**config.mk**
```make
export PLATFORM = sky130hd
export DESIGN_NAME = parallel_input_debouncer
export DESIGN_NICKNAME = d
export VERILOG_FILES = /design/src/rtl/pid_pkg.sv /design/src/rtl/parallel_input_debouncer.sv /design/src/rtl/pid_lane.sv /design/src/rtl/pid_merge.sv
export SDC_FILE = /design/constraint.sdc
export NUM_CORES = 1
export LEC_CHECK = 0
export ABC_CLOCK_PERIOD_IN_PS = 4000
export BUFFER_PORTS_ARGS = -buffer_cell sky130_fd_sc_hd__buf_2
export CAP_MARGIN = 20
export CORE_MARGIN = 2
export CORE_UTILIZATION = 40
export CTS_BUF_LIST = sky130_fd_sc_hd__clkbuf_2 sky130_fd_sc_hd__clkbuf_4 sky130_fd_sc_hd__clkbuf_8
export DETAILED_ROUTE_END_ITERATION = 7
export SLEW_MARGIN = 0
export SYNTH_ARGS = -nofsm -noshare
export SYNTH_HDL_FRONTEND = slang
export SYNTH_SLANG_ARGS = --single-unit
```
**constraint.sdc**
```tcl
create_clock -name clk -period 4 [get_ports clk]
set_input_delay 0.8 -clock clk [delete_from_list [all_inputs] [get_ports clk]]
set_output_delay 0.8 -clock clk [all_outputs]
set_load 0.01 [all_outputs]
```
**src/rtl/pid_pkg.sv**
```systemverilog
package pid_pkg;

	localparam int unsigned SAMPLE_W  = 16;
	localparam int unsigned DB_W      = 3;
	localparam int unsigned WBIT_W    = 4;
	localparam int unsigned LIMIT_W   = 8;
	localparam int unsigned CFG_IDX_W = 3;
	localparam int unsigned CFG_DATA_W = 16;
	localparam int unsigned OUT_TDATA_W = 24;

	localparam logic [CFG_IDX_W-1:0] REG_DEBOUNCE_BITS = 3'd0;
	localparam logic [CFG_IDX_W-1:0] REG_INVERT_MASK   = 3'd1;
	localparam logic [CFG_IDX_W-1:0] REG_INPUT_MASK    = 3'd2;
	localparam logic [CFG_IDX_W-1:0] REG_WATCH_ENABLE  = 3'd3;
	localparam logic [CFG_IDX_W-1:0] REG_WATCH_BIT     = 3'd4;
	localparam logic [CFG_IDX_W-1:0] REG_WATCH_LIMIT   = 3'd5;

	localparam logic [DB_W-1:0]       RST_DEBOUNCE_BITS = 3'd4;
	localparam logic [SAMPLE_W-1:0]   RST_INVERT_MASK   = 16'h0000;
	localparam logic [SAMPLE_W-1:0]   RST_INPUT_MASK    = 16'hFFFF;
	localparam logic [WBIT_W-1:0]     RST_WATCH_BIT     = 4'd2;
	localparam logic [LIMIT_W-1:0]    RST_WATCH_LIMIT   = 8'd32;
	localparam logic [LIMIT_W-1:0]    LOW_COUNT_MAX     = 8'hFF;

	typedef struct packed {
		logic               enable;
		logic [WBIT_W-1:0]  bit_sel;
		logic [LIMIT_W-1:0] limit;
	} watch_cfg_t;

	typedef struct packed {
		logic                connector_fault;
		logic [SAMPLE_W-1:0] debounced;
	} result_t;

endpackage

```
**src/rtl/parallel_input_debouncer.sv**
```systemverilog
// Channel   Dir  Handshake          Payload (low bit first)
// s_*       in   s_tvalid/s_tready  s_tdata: raw_sample[15:0]
// m_*       out  m_tvalid/m_tready  m_tdata: debounced[15:0], connector_fault, zero pad
// cfg_*     in   cfg_we             cfg_idx selects register, cfg_data value
//
// One request per clock while s_tready is high: the lane counters, stable levels and
// presence watch all update in the accepting cycle, so throughput is one sample per cycle.
// m_tvalid and m_tdata come from the output register.
// A two-entry output buffer (output register plus skid) takes one more request while
// m_tready is low; s_tready drops only once the skid holds a request.
// arst_n clears counters, stable levels, watch count, fault and config to reset values.
module parallel_input_debouncer #(
	parameter int unsigned LANES       = 16,
	parameter int unsigned COUNT_WIDTH = 4
) (
	input  logic        clk,
	input  logic        arst_n,
	input  logic        s_tvalid,
	output logic        s_tready,
	input  logic [15:0] s_tdata,   // raw_sample[15:0]
	output logic        m_tvalid,
	input  logic        m_tready,
	output logic [23:0] m_tdata,   // debounced[15:0], connector_fault[16], zero[23:17]
	input  logic        cfg_we,
	input  logic [pid_pkg::CFG_IDX_W-1:0]  cfg_idx,
	input  logic [pid_pkg::CFG_DATA_W-1:0] cfg_data
);
	import pid_pkg::*;

	// configuration registers
	logic [DB_W-1:0]     debounce_bits_q;
	logic [SAMPLE_W-1:0] invert_mask_q;
	logic [SAMPLE_W-1:0] input_mask_q;
	watch_cfg_t          watch_cfg_q;

	always_ff @(posedge clk or negedge arst_n) begin
		if (!arst_n) begin
			debounce_bits_q     <= RST_DEBOUNCE_BITS;
			invert_mask_q       <= RST_INVERT_MASK;
			input_mask_q        <= RST_INPUT_MASK;
			watch_cfg_q.enable  <= 1'b1;
			watch_cfg_q.bit_sel <= RST_WATCH_BIT;
			watch_cfg_q.limit   <= RST_WATCH_LIMIT;
		end else if (cfg_we) begin
			case (cfg_idx)
				REG_DEBOUNCE_BITS: debounce_bits_q     <= cfg_data[DB_W-1:0];
				REG_INVERT_MASK:   invert_mask_q       <= cfg_data;
				REG_INPUT_MASK:    input_mask_q        <= cfg_data;
				REG_WATCH_ENABLE:  watch_cfg_q.enable  <= cfg_data[0];
				REG_WATCH_BIT:     watch_cfg_q.bit_sel <= cfg_data[WBIT_W-1:0];
				REG_WATCH_LIMIT:   watch_cfg_q.limit   <= cfg_data[LIMIT_W-1:0];
				default: ;  // unknown index: drop the write
			endcase
		end
	end

	// Toggle mask: bit 0 always required, bit j required while j < debounce_bits.
	// A zero setting thus acts as one, and settings above the counter width saturate.
	logic [COUNT_WIDTH-1:0] need;
	for (genvar j = 0; j < COUNT_WIDTH; j++) begin : g_need
		if (j == 0) begin : g_first
			assign need[j] = 1'b1;
		end else begin : g_rest
			assign need[j] = (4'(j) < {1'b0, debounce_bits_q});
		end
	end

	logic                accept_in;
	logic                take_out;
	logic [SAMPLE_W-1:0] sample;

	assign accept_in = s_tvalid && s_tready;
	assign take_out  = m_tvalid && m_tready;
	assign sample    = (s_tdata ^ invert_mask_q) & input_mask_q;

	// one counter lane per input bit
	logic [LANES-1:0] stable;
	logic [LANES-1:0] toggle;

	for (genvar i = 0; i < LANES; i++) begin : g_lane
		logic lane_sample;
		if (i < SAMPLE_W) begin : g_in
			assign lane_sample = sample[i];
		end else begin : g_pad
			assign lane_sample = 1'b0;
		end
		pid_lane #(
			.COUNT_WIDTH(COUNT_WIDTH)
		) u_lane (
			.clk       (clk),
			.arst_n    (arst_n),
			.advance   (accept_in),
			.sample_bit(lane_sample),
			.stable_bit(stable[i]),
			.need      (need),
			.toggle    (toggle[i])
		);
	end

	// fold lane toggles into stable levels and run the presence watch
	result_t step_res;

	pid_merge #(
		.LANES(LANES)
	) u_merge (
		.clk      (clk),
		.arst_n   (arst_n),
		.advance  (accept_in),
		.toggle   (toggle),
		.watch_cfg(watch_cfg_q),
		.stable   (stable),
		.result   (step_res)
	);

	// output register plus skid entry
	logic    out_valid_q;
	logic    skid_valid_q;
	result_t out_q;
	result_t skid_q;

	assign s_tready = !skid_valid_q;
	assign m_tvalid = out_valid_q;
	assign m_tdata  = {{(OUT_TDATA_W-SAMPLE_W-1){1'b0}}, out_q.connector_fault, out_q.debounced};

	always_ff @(posedge clk or negedge arst_n) begin
		if (!arst_n) begin
			out_valid_q  <= 1'b0;
			skid_valid_q <= 1'b0;
		end else if (!out_valid_q || take_out) begin
			// output slot frees up: advance the skid entry or the new request
			out_valid_q  <= skid_valid_q || accept_in;
			skid_valid_q <= 1'b0;
		end else if (accept_in) begin
			// output stalled: park the new request in the skid
			skid_valid_q <= 1'b1;
		end
	end

	always_ff @(posedge clk) begin
		if (!out_valid_q || take_out) begin
			out_q <= skid_valid_q ? skid_q : step_res;
		end else if (accept_in) begin
			skid_q <= step_res;
		end
	end
endmodule

```
**src/rtl/pid_lane.sv**
```systemverilog
module pid_lane #(
	parameter int unsigned COUNT_WIDTH = 4
) (
	input  logic                   clk,
	input  logic                   arst_n,
	input  logic                   advance,
	input  logic                   sample_bit,
	input  logic                   stable_bit,
	input  logic [COUNT_WIDTH-1:0] need,
	output logic                   toggle
);
	logic [COUNT_WIDTH-1:0] count_q;
	logic [COUNT_WIDTH-1:0] count_next;
	logic                   delta;

	assign delta      = sample_bit ^ stable_bit;
	// clear on agreement, otherwise count up and wrap
	assign count_next = delta ? count_q + {{(COUNT_WIDTH-1){1'b0}}, 1'b1} : '0;
	assign toggle     = delta && ((count_next & need) == need);

	always_ff @(posedge clk or negedge arst_n) begin
		if (!arst_n) begin
			count_q <= '0;
		end else if (advance) begin
			count_q <= count_next;
		end
	end
endmodule

```
**src/rtl/pid_merge.sv**
```systemverilog
module pid_merge #(
	parameter int unsigned LANES = 16
) (
	input  logic               clk,
	input  logic               arst_n,
	input  logic               advance,
	input  logic [LANES-1:0]   toggle,
	input  pid_pkg::watch_cfg_t watch_cfg,
	output logic [LANES-1:0]   stable,
	output pid_pkg::result_t   result
);
	import pid_pkg::*;

	logic [LANES-1:0]    stable_q;
	logic [LANES-1:0]    stable_next;
	logic [SAMPLE_W-1:0] deb_wide;
	logic [LIMIT_W-1:0]  low_cnt_q;
	logic [LIMIT_W-1:0]  low_cnt_next;
	logic                fault_q;
	logic                fault_next;
	logic                watched_high;

	assign stable      = stable_q;
	assign stable_next = stable_q ^ toggle;

	// lanes beyond the sample width never leave zero; missing lanes read low
	for (genvar i = 0; i < SAMPLE_W; i++) begin : g_deb
		if (i < LANES) begin : g_have
			assign deb_wide[i] = stable_next[i];
		end else begin : g_none
			assign deb_wide[i] = 1'b0;
		end
	end

	assign watched_high = deb_wide[watch_cfg.bit_sel];

	always_comb begin
		low_cnt_next = low_cnt_q;
		fault_next   = fault_q;
		if (!watch_cfg.enable || watched_high) begin
			low_cnt_next = '0;
		end else if (low_cnt_q > watch_cfg.limit) begin
			fault_next = 1'b1;
		end else if (low_cnt_q != LOW_COUNT_MAX) begin
			low_cnt_next = low_cnt_q + 8'd1;
		end
	end

	assign result.debounced       = deb_wide;
	assign result.connector_fault = fault_next;

	always_ff @(posedge clk or negedge arst_n) begin
		if (!arst_n) begin
			stable_q  <= '0;
			low_cnt_q <= '0;
			fault_q   <= 1'b0;
		end else if (advance) begin
			stable_q  <= stable_next;
			low_cnt_q <= low_cnt_next;
			fault_q   <= fault_next;
		end
	end
endmodule

```
* After elaboration in Yosys (flattened, before gate mapping)
Index checks and enable logic that the tools add are counted.
Word-level totals: register bits after elaboration 173
Operators by class: add/subtract/negate cells 17, $lt $le $gt $ge 5, eq/ne operators 23, multiplexer cells 26, bitwise logic cells 36, reduce and logical (&&, ||, !) cells 35
Operator list (number):
- 4-bit by 1-bit adder with 4-bit output, second input constant | 16
- 4-bit AND | 16
- 4-bit equality test | 16
- 4-bit 2-to-1 mux | 16
- 16-bit bitwise XOR | 2
- 8-bit 2-to-1 mux | 3
- 1-bit logical AND | 18
- 17-bit 2-to-1 mux | 1
- 16-bit AND | 1
- 1-bit bitwise XOR | 16
- 2-bit AND reduction | 7
- 8-bit by 1-bit adder with 8-bit output, second input constant | 1
- 8-bit > comparator | 1
- 8-bit != test, second input constant | 1
- 3-bit by 2-bit equality test with 1-bit output, second input constant | 2
- 3-bit equality test, second input constant | 2
- 2-bit by 3-bit < comparator with 1-bit output, first input constant | 2
- 4-bit by 5-bit < comparator with 1-bit output, second input constant | 1
- 1-bit 2-to-1 mux | 5
- 1-bit binary-select mux with 4-bit select | 1
- 2-bit nonzero test | 2
- 3-bit by 1-bit equality test with 1-bit output, second input constant | 1
- 1-bit logical NOT | 3
- 3-bit logical NOT | 1
- 5 further kinds | 7

* Depth between registers and ports, before layout
word-level depth 13, mapped depth 11, depth with buffers taken out 10

* Hierarchy
Synthesis repeated with hierarchy kept, for this count alone.
Unflattened totals: cells, all modules 781, area total of the unflattened synthesis 9296.4 sq um
Modules (own cells, without submodules):
- pid_lane | instances 16, cells an instance 25, area an instance 251.5 sq um, seq. area each 100.1 sq um
- parallel_input_debouncer | instances 1, cells an instance 211, area an instance 3577.2 sq um, seq. area each 2297.2 sq um
- pid_merge | instances 1, cells an instance 170, area an instance 1695.4 sq um, seq. area each 625.6 sq um

* Least setup slack after synthesis
OpenSTA, ideal clock, no wires.
path type input port to flip-flop, from input port s_tdata[12], to register out_q (netlist bit m_tdata[16]), data pin, library setup time 0.256 ns, arrival 2.431 ns, data required time 3.744 ns, setup slack 1.314 ns, stages on the path 8, path buffers 0, cell sequence xor2_1 -> and2_1 -> or4b_4 -> nand4_1 -> o2111ai_1 -> nor4_2 -> nor2_1 -> a31o_2
On the way: longest elaborated chain between the ends 13
Ends and longest elaborated chain:
- start, declared | RTL line parallel_input_debouncer.sv:20 | input logic [15:0] s_tdata,
- 16-bit bitwise XOR (*) | RTL line parallel_input_debouncer.sv:74 | assign sample = (s_tdata ^ invert_mask_q) & input_mask_q;
- 16-bit AND (*) | RTL line parallel_input_debouncer.sv:74
- 1-bit bitwise XOR (*) | RTL line pid_lane.sv:16 | assign delta = sample_bit ^ stable_bit;
- 4-bit 2-to-1 mux | RTL line pid_lane.sv:18 | assign count_next = delta ? count_q + {{(COUNT_WIDTH-1){1'b0}}, 1'b1} : '0;
- 4-bit AND | RTL line pid_lane.sv:19 | assign toggle = delta && ((count_next & need) == need);
- 4-bit equality test | RTL line pid_lane.sv:19
- 1-bit logical AND (*) | RTL line pid_lane.sv:19
- 16-bit bitwise XOR (*) | RTL line pid_merge.sv:24 | assign stable_next = stable_q ^ toggle;
- 1-bit binary-select mux with 4-bit select (*) | RTL line pid_merge.sv:35 | assign watched_high = deb_wide[watch_cfg.bit_sel];
- 1-bit 2-to-1 mux (not written as such) (*) | RTL line pid_merge.sv:35
- 1-bit logical OR (*) | RTL line pid_merge.sv:40 | if (!watch_cfg.enable || watched_high) begin
- 1-bit 2-to-1 mux (*) | RTL line pid_merge.sv:40
- 17-bit 2-to-1 mux (*) | RTL line parallel_input_debouncer.sv:141 | out_q <= skid_valid_q ? skid_q : step_res;
- end signal, assigned | RTL line parallel_input_debouncer.sv:141
- end, declared | RTL line parallel_input_debouncer.sv:118 | result_t out_q;
Every way passes the cells marked *; elsewhere a longest branch is shown, timed or not. The select of a mux whose other input is x is not followed. A chain may end at the register's enable or synchronous reset.

==> key figures <==
Floorplan
  • Die Area: 23740 um2
  • Site row count: 54
  • Number of primary I/O pins: 66
  • X dimension of the die: 154.1 um
  • Chip height: 154.1 um
  • Starting utilization of the core area: 41.04%
  • Area of the core: 21960 um2

Drt
  • Initial drt markers: 418
  • Total wire length: 20020 um
  • Number of detailed-route iterations in the first pass: 5
  • Routed vias/inst: 5.346
  • Routed Antenna Nets: 0
  • Total routed wire length on the met1 layer: 10420 um
  • WL per Instance: 16.71 um
  • Number of vias after detailed routing: 6405
  • Uppermost layer routed: met4
  • Number of DRC violations after detailed routing: 0
  • Total length of routed met2 wires: 8356 um
  • Met3 wire length: 970 um

Yosys
  • Multiplexer fraction of the synthesized cell area: 10.89%
  • Synthesized flop and latch total: 173
  • Share of synthesized cell area in full adder, half adder and majority cells: 3.471%
  • Largest cells by area after synthesis: sky130_fd_sc_hd__dfrtp_1 (33%), sky130_fd_sc_hd__edfxtp_1 (11%), sky130_fd_sc_hd__mux2_2 (10%), sky130_fd_sc_hd__dfstp_2 (5.8%), sky130_fd_sc_hd__nand2_1 (5.2%)
  • Top-count cell post-synth: sky130_fd_sc_hd__nand2_1
  • Yosys top cell by area: sky130_fd_sc_hd__dfrtp_1
  • Complex-gate fraction of the synthesized area: 13.14%
  • Fraction of synthesis flops using an asynchronous set or reset pin: 80.35%
  • Syn_area_per_cell: 10.64 um2
  • Synthesized netlist cell count: 847
  • Top cell types by occurrence after synthesis: sky130_fd_sc_hd__nand2_1 (125), sky130_fd_sc_hd__dfrtp_1 (119), sky130_fd_sc_hd__o21ai_0 (84)
  • Xor and xnor area share after synthesis: 4.763%
  • Unique masters post-synth: 74
  • Yosys warning count: 0
  • Number of enable flip-flop cells after synthesis: 34
  • Predominant post-synthesis flop cell: sky130_fd_sc_hd__dfrtp_1
  • Portion of the post-synthesis area used by sequential elements: 50.21%
  • Post-Synth Simple-Gate Area: 14.11%
  • Share of the synthesized area in the top cell type: 33.05%
  • Post-synth design cell area: 9011 um2
  • Largest family of logic cells by synthesized area: simple AND/OR/NAND/NOR gates

STA
  • Actual transition at the worst max-transition pin: 868.9 ps
  • Total count of hold-check failures in the final report: 0
  • Final-layout setup total negative slack: 0 ps
  • Pins Over Slew Limit: 0
  • Maximum clock frequency: 291.9 MHz
  • Final cycle utilization of the critical path: 85.65%
  • Tightest hold margin: 397.9 ps
  • Smallest setup slack after layout: 574.0 ps
  • Final critical delay including setup and external delays: 3426 ps
  • Setup repair after global routing missed its margin: false
  • Max-Slew Margin vs Limit: 42.07%
  • Final setup fails: 0
  • Clock skew: 16.18 ps

Critical path
  • Setup slack of the worst register-to-register path: 570 ps
  • Launching element type of the critical path: flop
  • Setup Crit Path Kind: flop to flop
  • Slowest Stage Delay on Critical Path: 860 ps
  • WP data arrival: 3660 ps
  • Number of cells on the critical path: 7
  • Sequence of cells on the critical path: nor2_1, o221ai_1, mux2i_4, a2111oi_4, nor4_2, nor2_1, a31o_2
  • R2r worst-path depth: 7
  • Critical Path Sink Type: flop
  • Worst-path maximum fanout: 22
  • Kind of cell adding the most delay to the critical path: simple AND/OR/NAND/NOR gates
  • Crit-path slowest cell: sky130_fd_sc_hd__dfstp_2
  • Crit path buffers/inverters: 0
  • Most numerous cell on the critical path: sky130_fd_sc_hd__nor2_1
  • CP Data Required Time: 4230 ps

GRT
  • Total congestion overflow: 0
  • Via count of the first global-routing pass: 5878
  • Global-route wire length before repair: 32000 um
  • All-Layer GR Usage: 17.37%
  • Initial antenna violation count: 0
  • Pin count of the biggest net entering global routing: 92

Cells and area
  • Number of nets in the finished design: 970
  • Area occupied by registers: 4524 um2
  • Share of cells above drive strength 1: 25.49%
  • Multi-input logic area: 4244 um2
  • Total inserted antenna cells: 0
  • FILL cells: 2057
  • Area overhead of the layout relative to synthesis: 11.41%

Clock network
  • Worst skew pair latency: 470 ps
  • Clock tree from TritonCTS: yes
  • Clock Root Buffer: sky130_fd_sc_hd__clkbuf_8
  • Max H-tree Level: 4
  • Number of clock buffers inserted by TritonCTS: 17
  • Post-CTS Setup Repair Bufs: 0
  • Count of cells resized by post-cts repair: 0
  • CTS Buffer Depth: 2
  • Num Clock Sinks: 173
  • Count of hold-fix buffers inserted at cts: 0
  • Register clock-pin slew on the reported worst setup and hold paths: 90 ps

Power
  • Internal portion of total power: 0.003965 W
  • Overall power of the completed layout: 0.006170 W
  • Share of total power consumed by net switching: 35.73%
  • Reported leakage power: 4.276 nW
  • Clock power share: 21.2%
  • Power density cells: 614.6 nW/um2
  • Maximum VDD drop: 0.3068 mV
  • Logic pwr share: 33.8%
  • Part of the power in registers: 45.0%
  • Net Sw Power: 0.002205 W

Place
  • HPWL after DPL: 14210 um
  • Weighted congestion at the end of routability-driven global placement: 0.8122
  • Worst slack, placed: 528.8 ps
  • Port buffer count: 58

Worst hold path
  • Class of the tightest hold or removal check: input pin to asynchronous set/reset pin

Job
  • Count of max-cap constraint violations: 0

Status
  • Run status: finished, final reports clean
## power groups by stage
stage / sequential (W) / combinational (W) / clock, W
floorplan: 0.00271 / 0.00155 / 0
global placement: 0.00280 / 0.00206 / 0
detailed placement: 0.00281 / 0.00208 / 0
CTS: 0.00277 / 0.00210 / 0.00134
global route: 0.00285 / 0.00234 / 0.00141
finish: 0.00278 / 0.00209 / 0.00131
## through the flow
stage / utilization, % / cells / cell area [um2]
detailed placement: 43.80 / 1166 / 9618
floorplan: - / 853 / 9034
CTS: 45.72 / 1198 / 10040
global route: 45.72 / 1198 / 10040
finish: 45.72 / 1198 / 10040
global placement: 43.80 / 1166 / 9618
## worst paths after layout
check	from	endpoint
max	debounce_bits_q[2]	m_tdata[16]
min	arst_n	watch_cfg_q[6]
max reg2reg	debounce_bits_q[2]	m_tdata[16]
min reg2reg	watch_cfg_q[1]	watch_cfg_q[1]
max in group asynchronous	arst_n	input_mask_q[8]
min in group clk	watch_cfg_q[1]	watch_cfg_q[1]
## flip-flops by register name, summed over array words and instances, names as in the netlist
register and count:
debounce_bits_q 3, g_lane.u_lane.count_q 64, input_mask_q 16, invert_mask_q 16, m_tdata 17, m_tvalid 1, skid_q 17, skid_valid_q 1
u_merge.fault_q 1, u_merge.low_cnt_q 8, u_merge.stable 16, watch_cfg_q 13
## layout by cell type (no fill, tap or decap), types with 6 or more instances in the layout
cell type and instances:
sky130_fd_sc_hd__clkbuf_4 6, sky130_fd_sc_hd__nand3_1 26, sky130_fd_sc_hd__nor2b_1 11, sky130_fd_sc_hd__a21oi_1 29
sky130_fd_sc_hd__o31ai_1 8, sky130_fd_sc_hd__edfxtp_1 34, sky130_fd_sc_hd__xor2_1 25, sky130_fd_sc_hd__clkbuf_8 19
sky130_fd_sc_hd__buf_4 14, sky130_fd_sc_hd__and2_1 8, sky130_fd_sc_hd__nor2_1 41, sky130_fd_sc_hd__conb_1 7
sky130_fd_sc_hd__ha_1 25, sky130_fd_sc_hd__nor3_1 21, sky130_fd_sc_hd__inv_1 25, sky130_fd_sc_hd__nand2_1 124
sky130_fd_sc_hd__o21ai_0 84, sky130_fd_sc_hd__buf_2 57, sky130_fd_sc_hd__xnor2_1 24, sky130_fd_sc_hd__mux2_2 82
sky130_fd_sc_hd__dfrtp_1 119, sky130_fd_sc_hd__dfstp_2 20
## per-layer routing
| layer | vias to the layer above | track usage, % |
|---|---|---|
| li1 | 3129 | - |
| met5 | - | 0 |
| met4 | 0 | 5.874 |
| met1 | 3087 | 26.86 |
| met2 | 176 | 24.28 |
| met3 | 13 | 3.157 |
## cell type report
class                           instances  area share [%]
Multi-Input combinational cell        615           42.27
Timing Repair Buffer                   72           4.001
Clock inverter                          7           1.147
Sequential cell                       173           45.06
Tap cell                              280           3.490
Clock buffer                           25           3.053
Inverter                               26          0.9721
## cells by family after synthesis
kind of cell	count (synthesis)
xor gates and xnor gates	49
AOI/OAI and AO/OA	178
and+or+nand+nor	270
adders and majority gates	25
DFF	173
buffers and inverters	65
other	1
muxes	86
(Power assumes the default switching activity.)
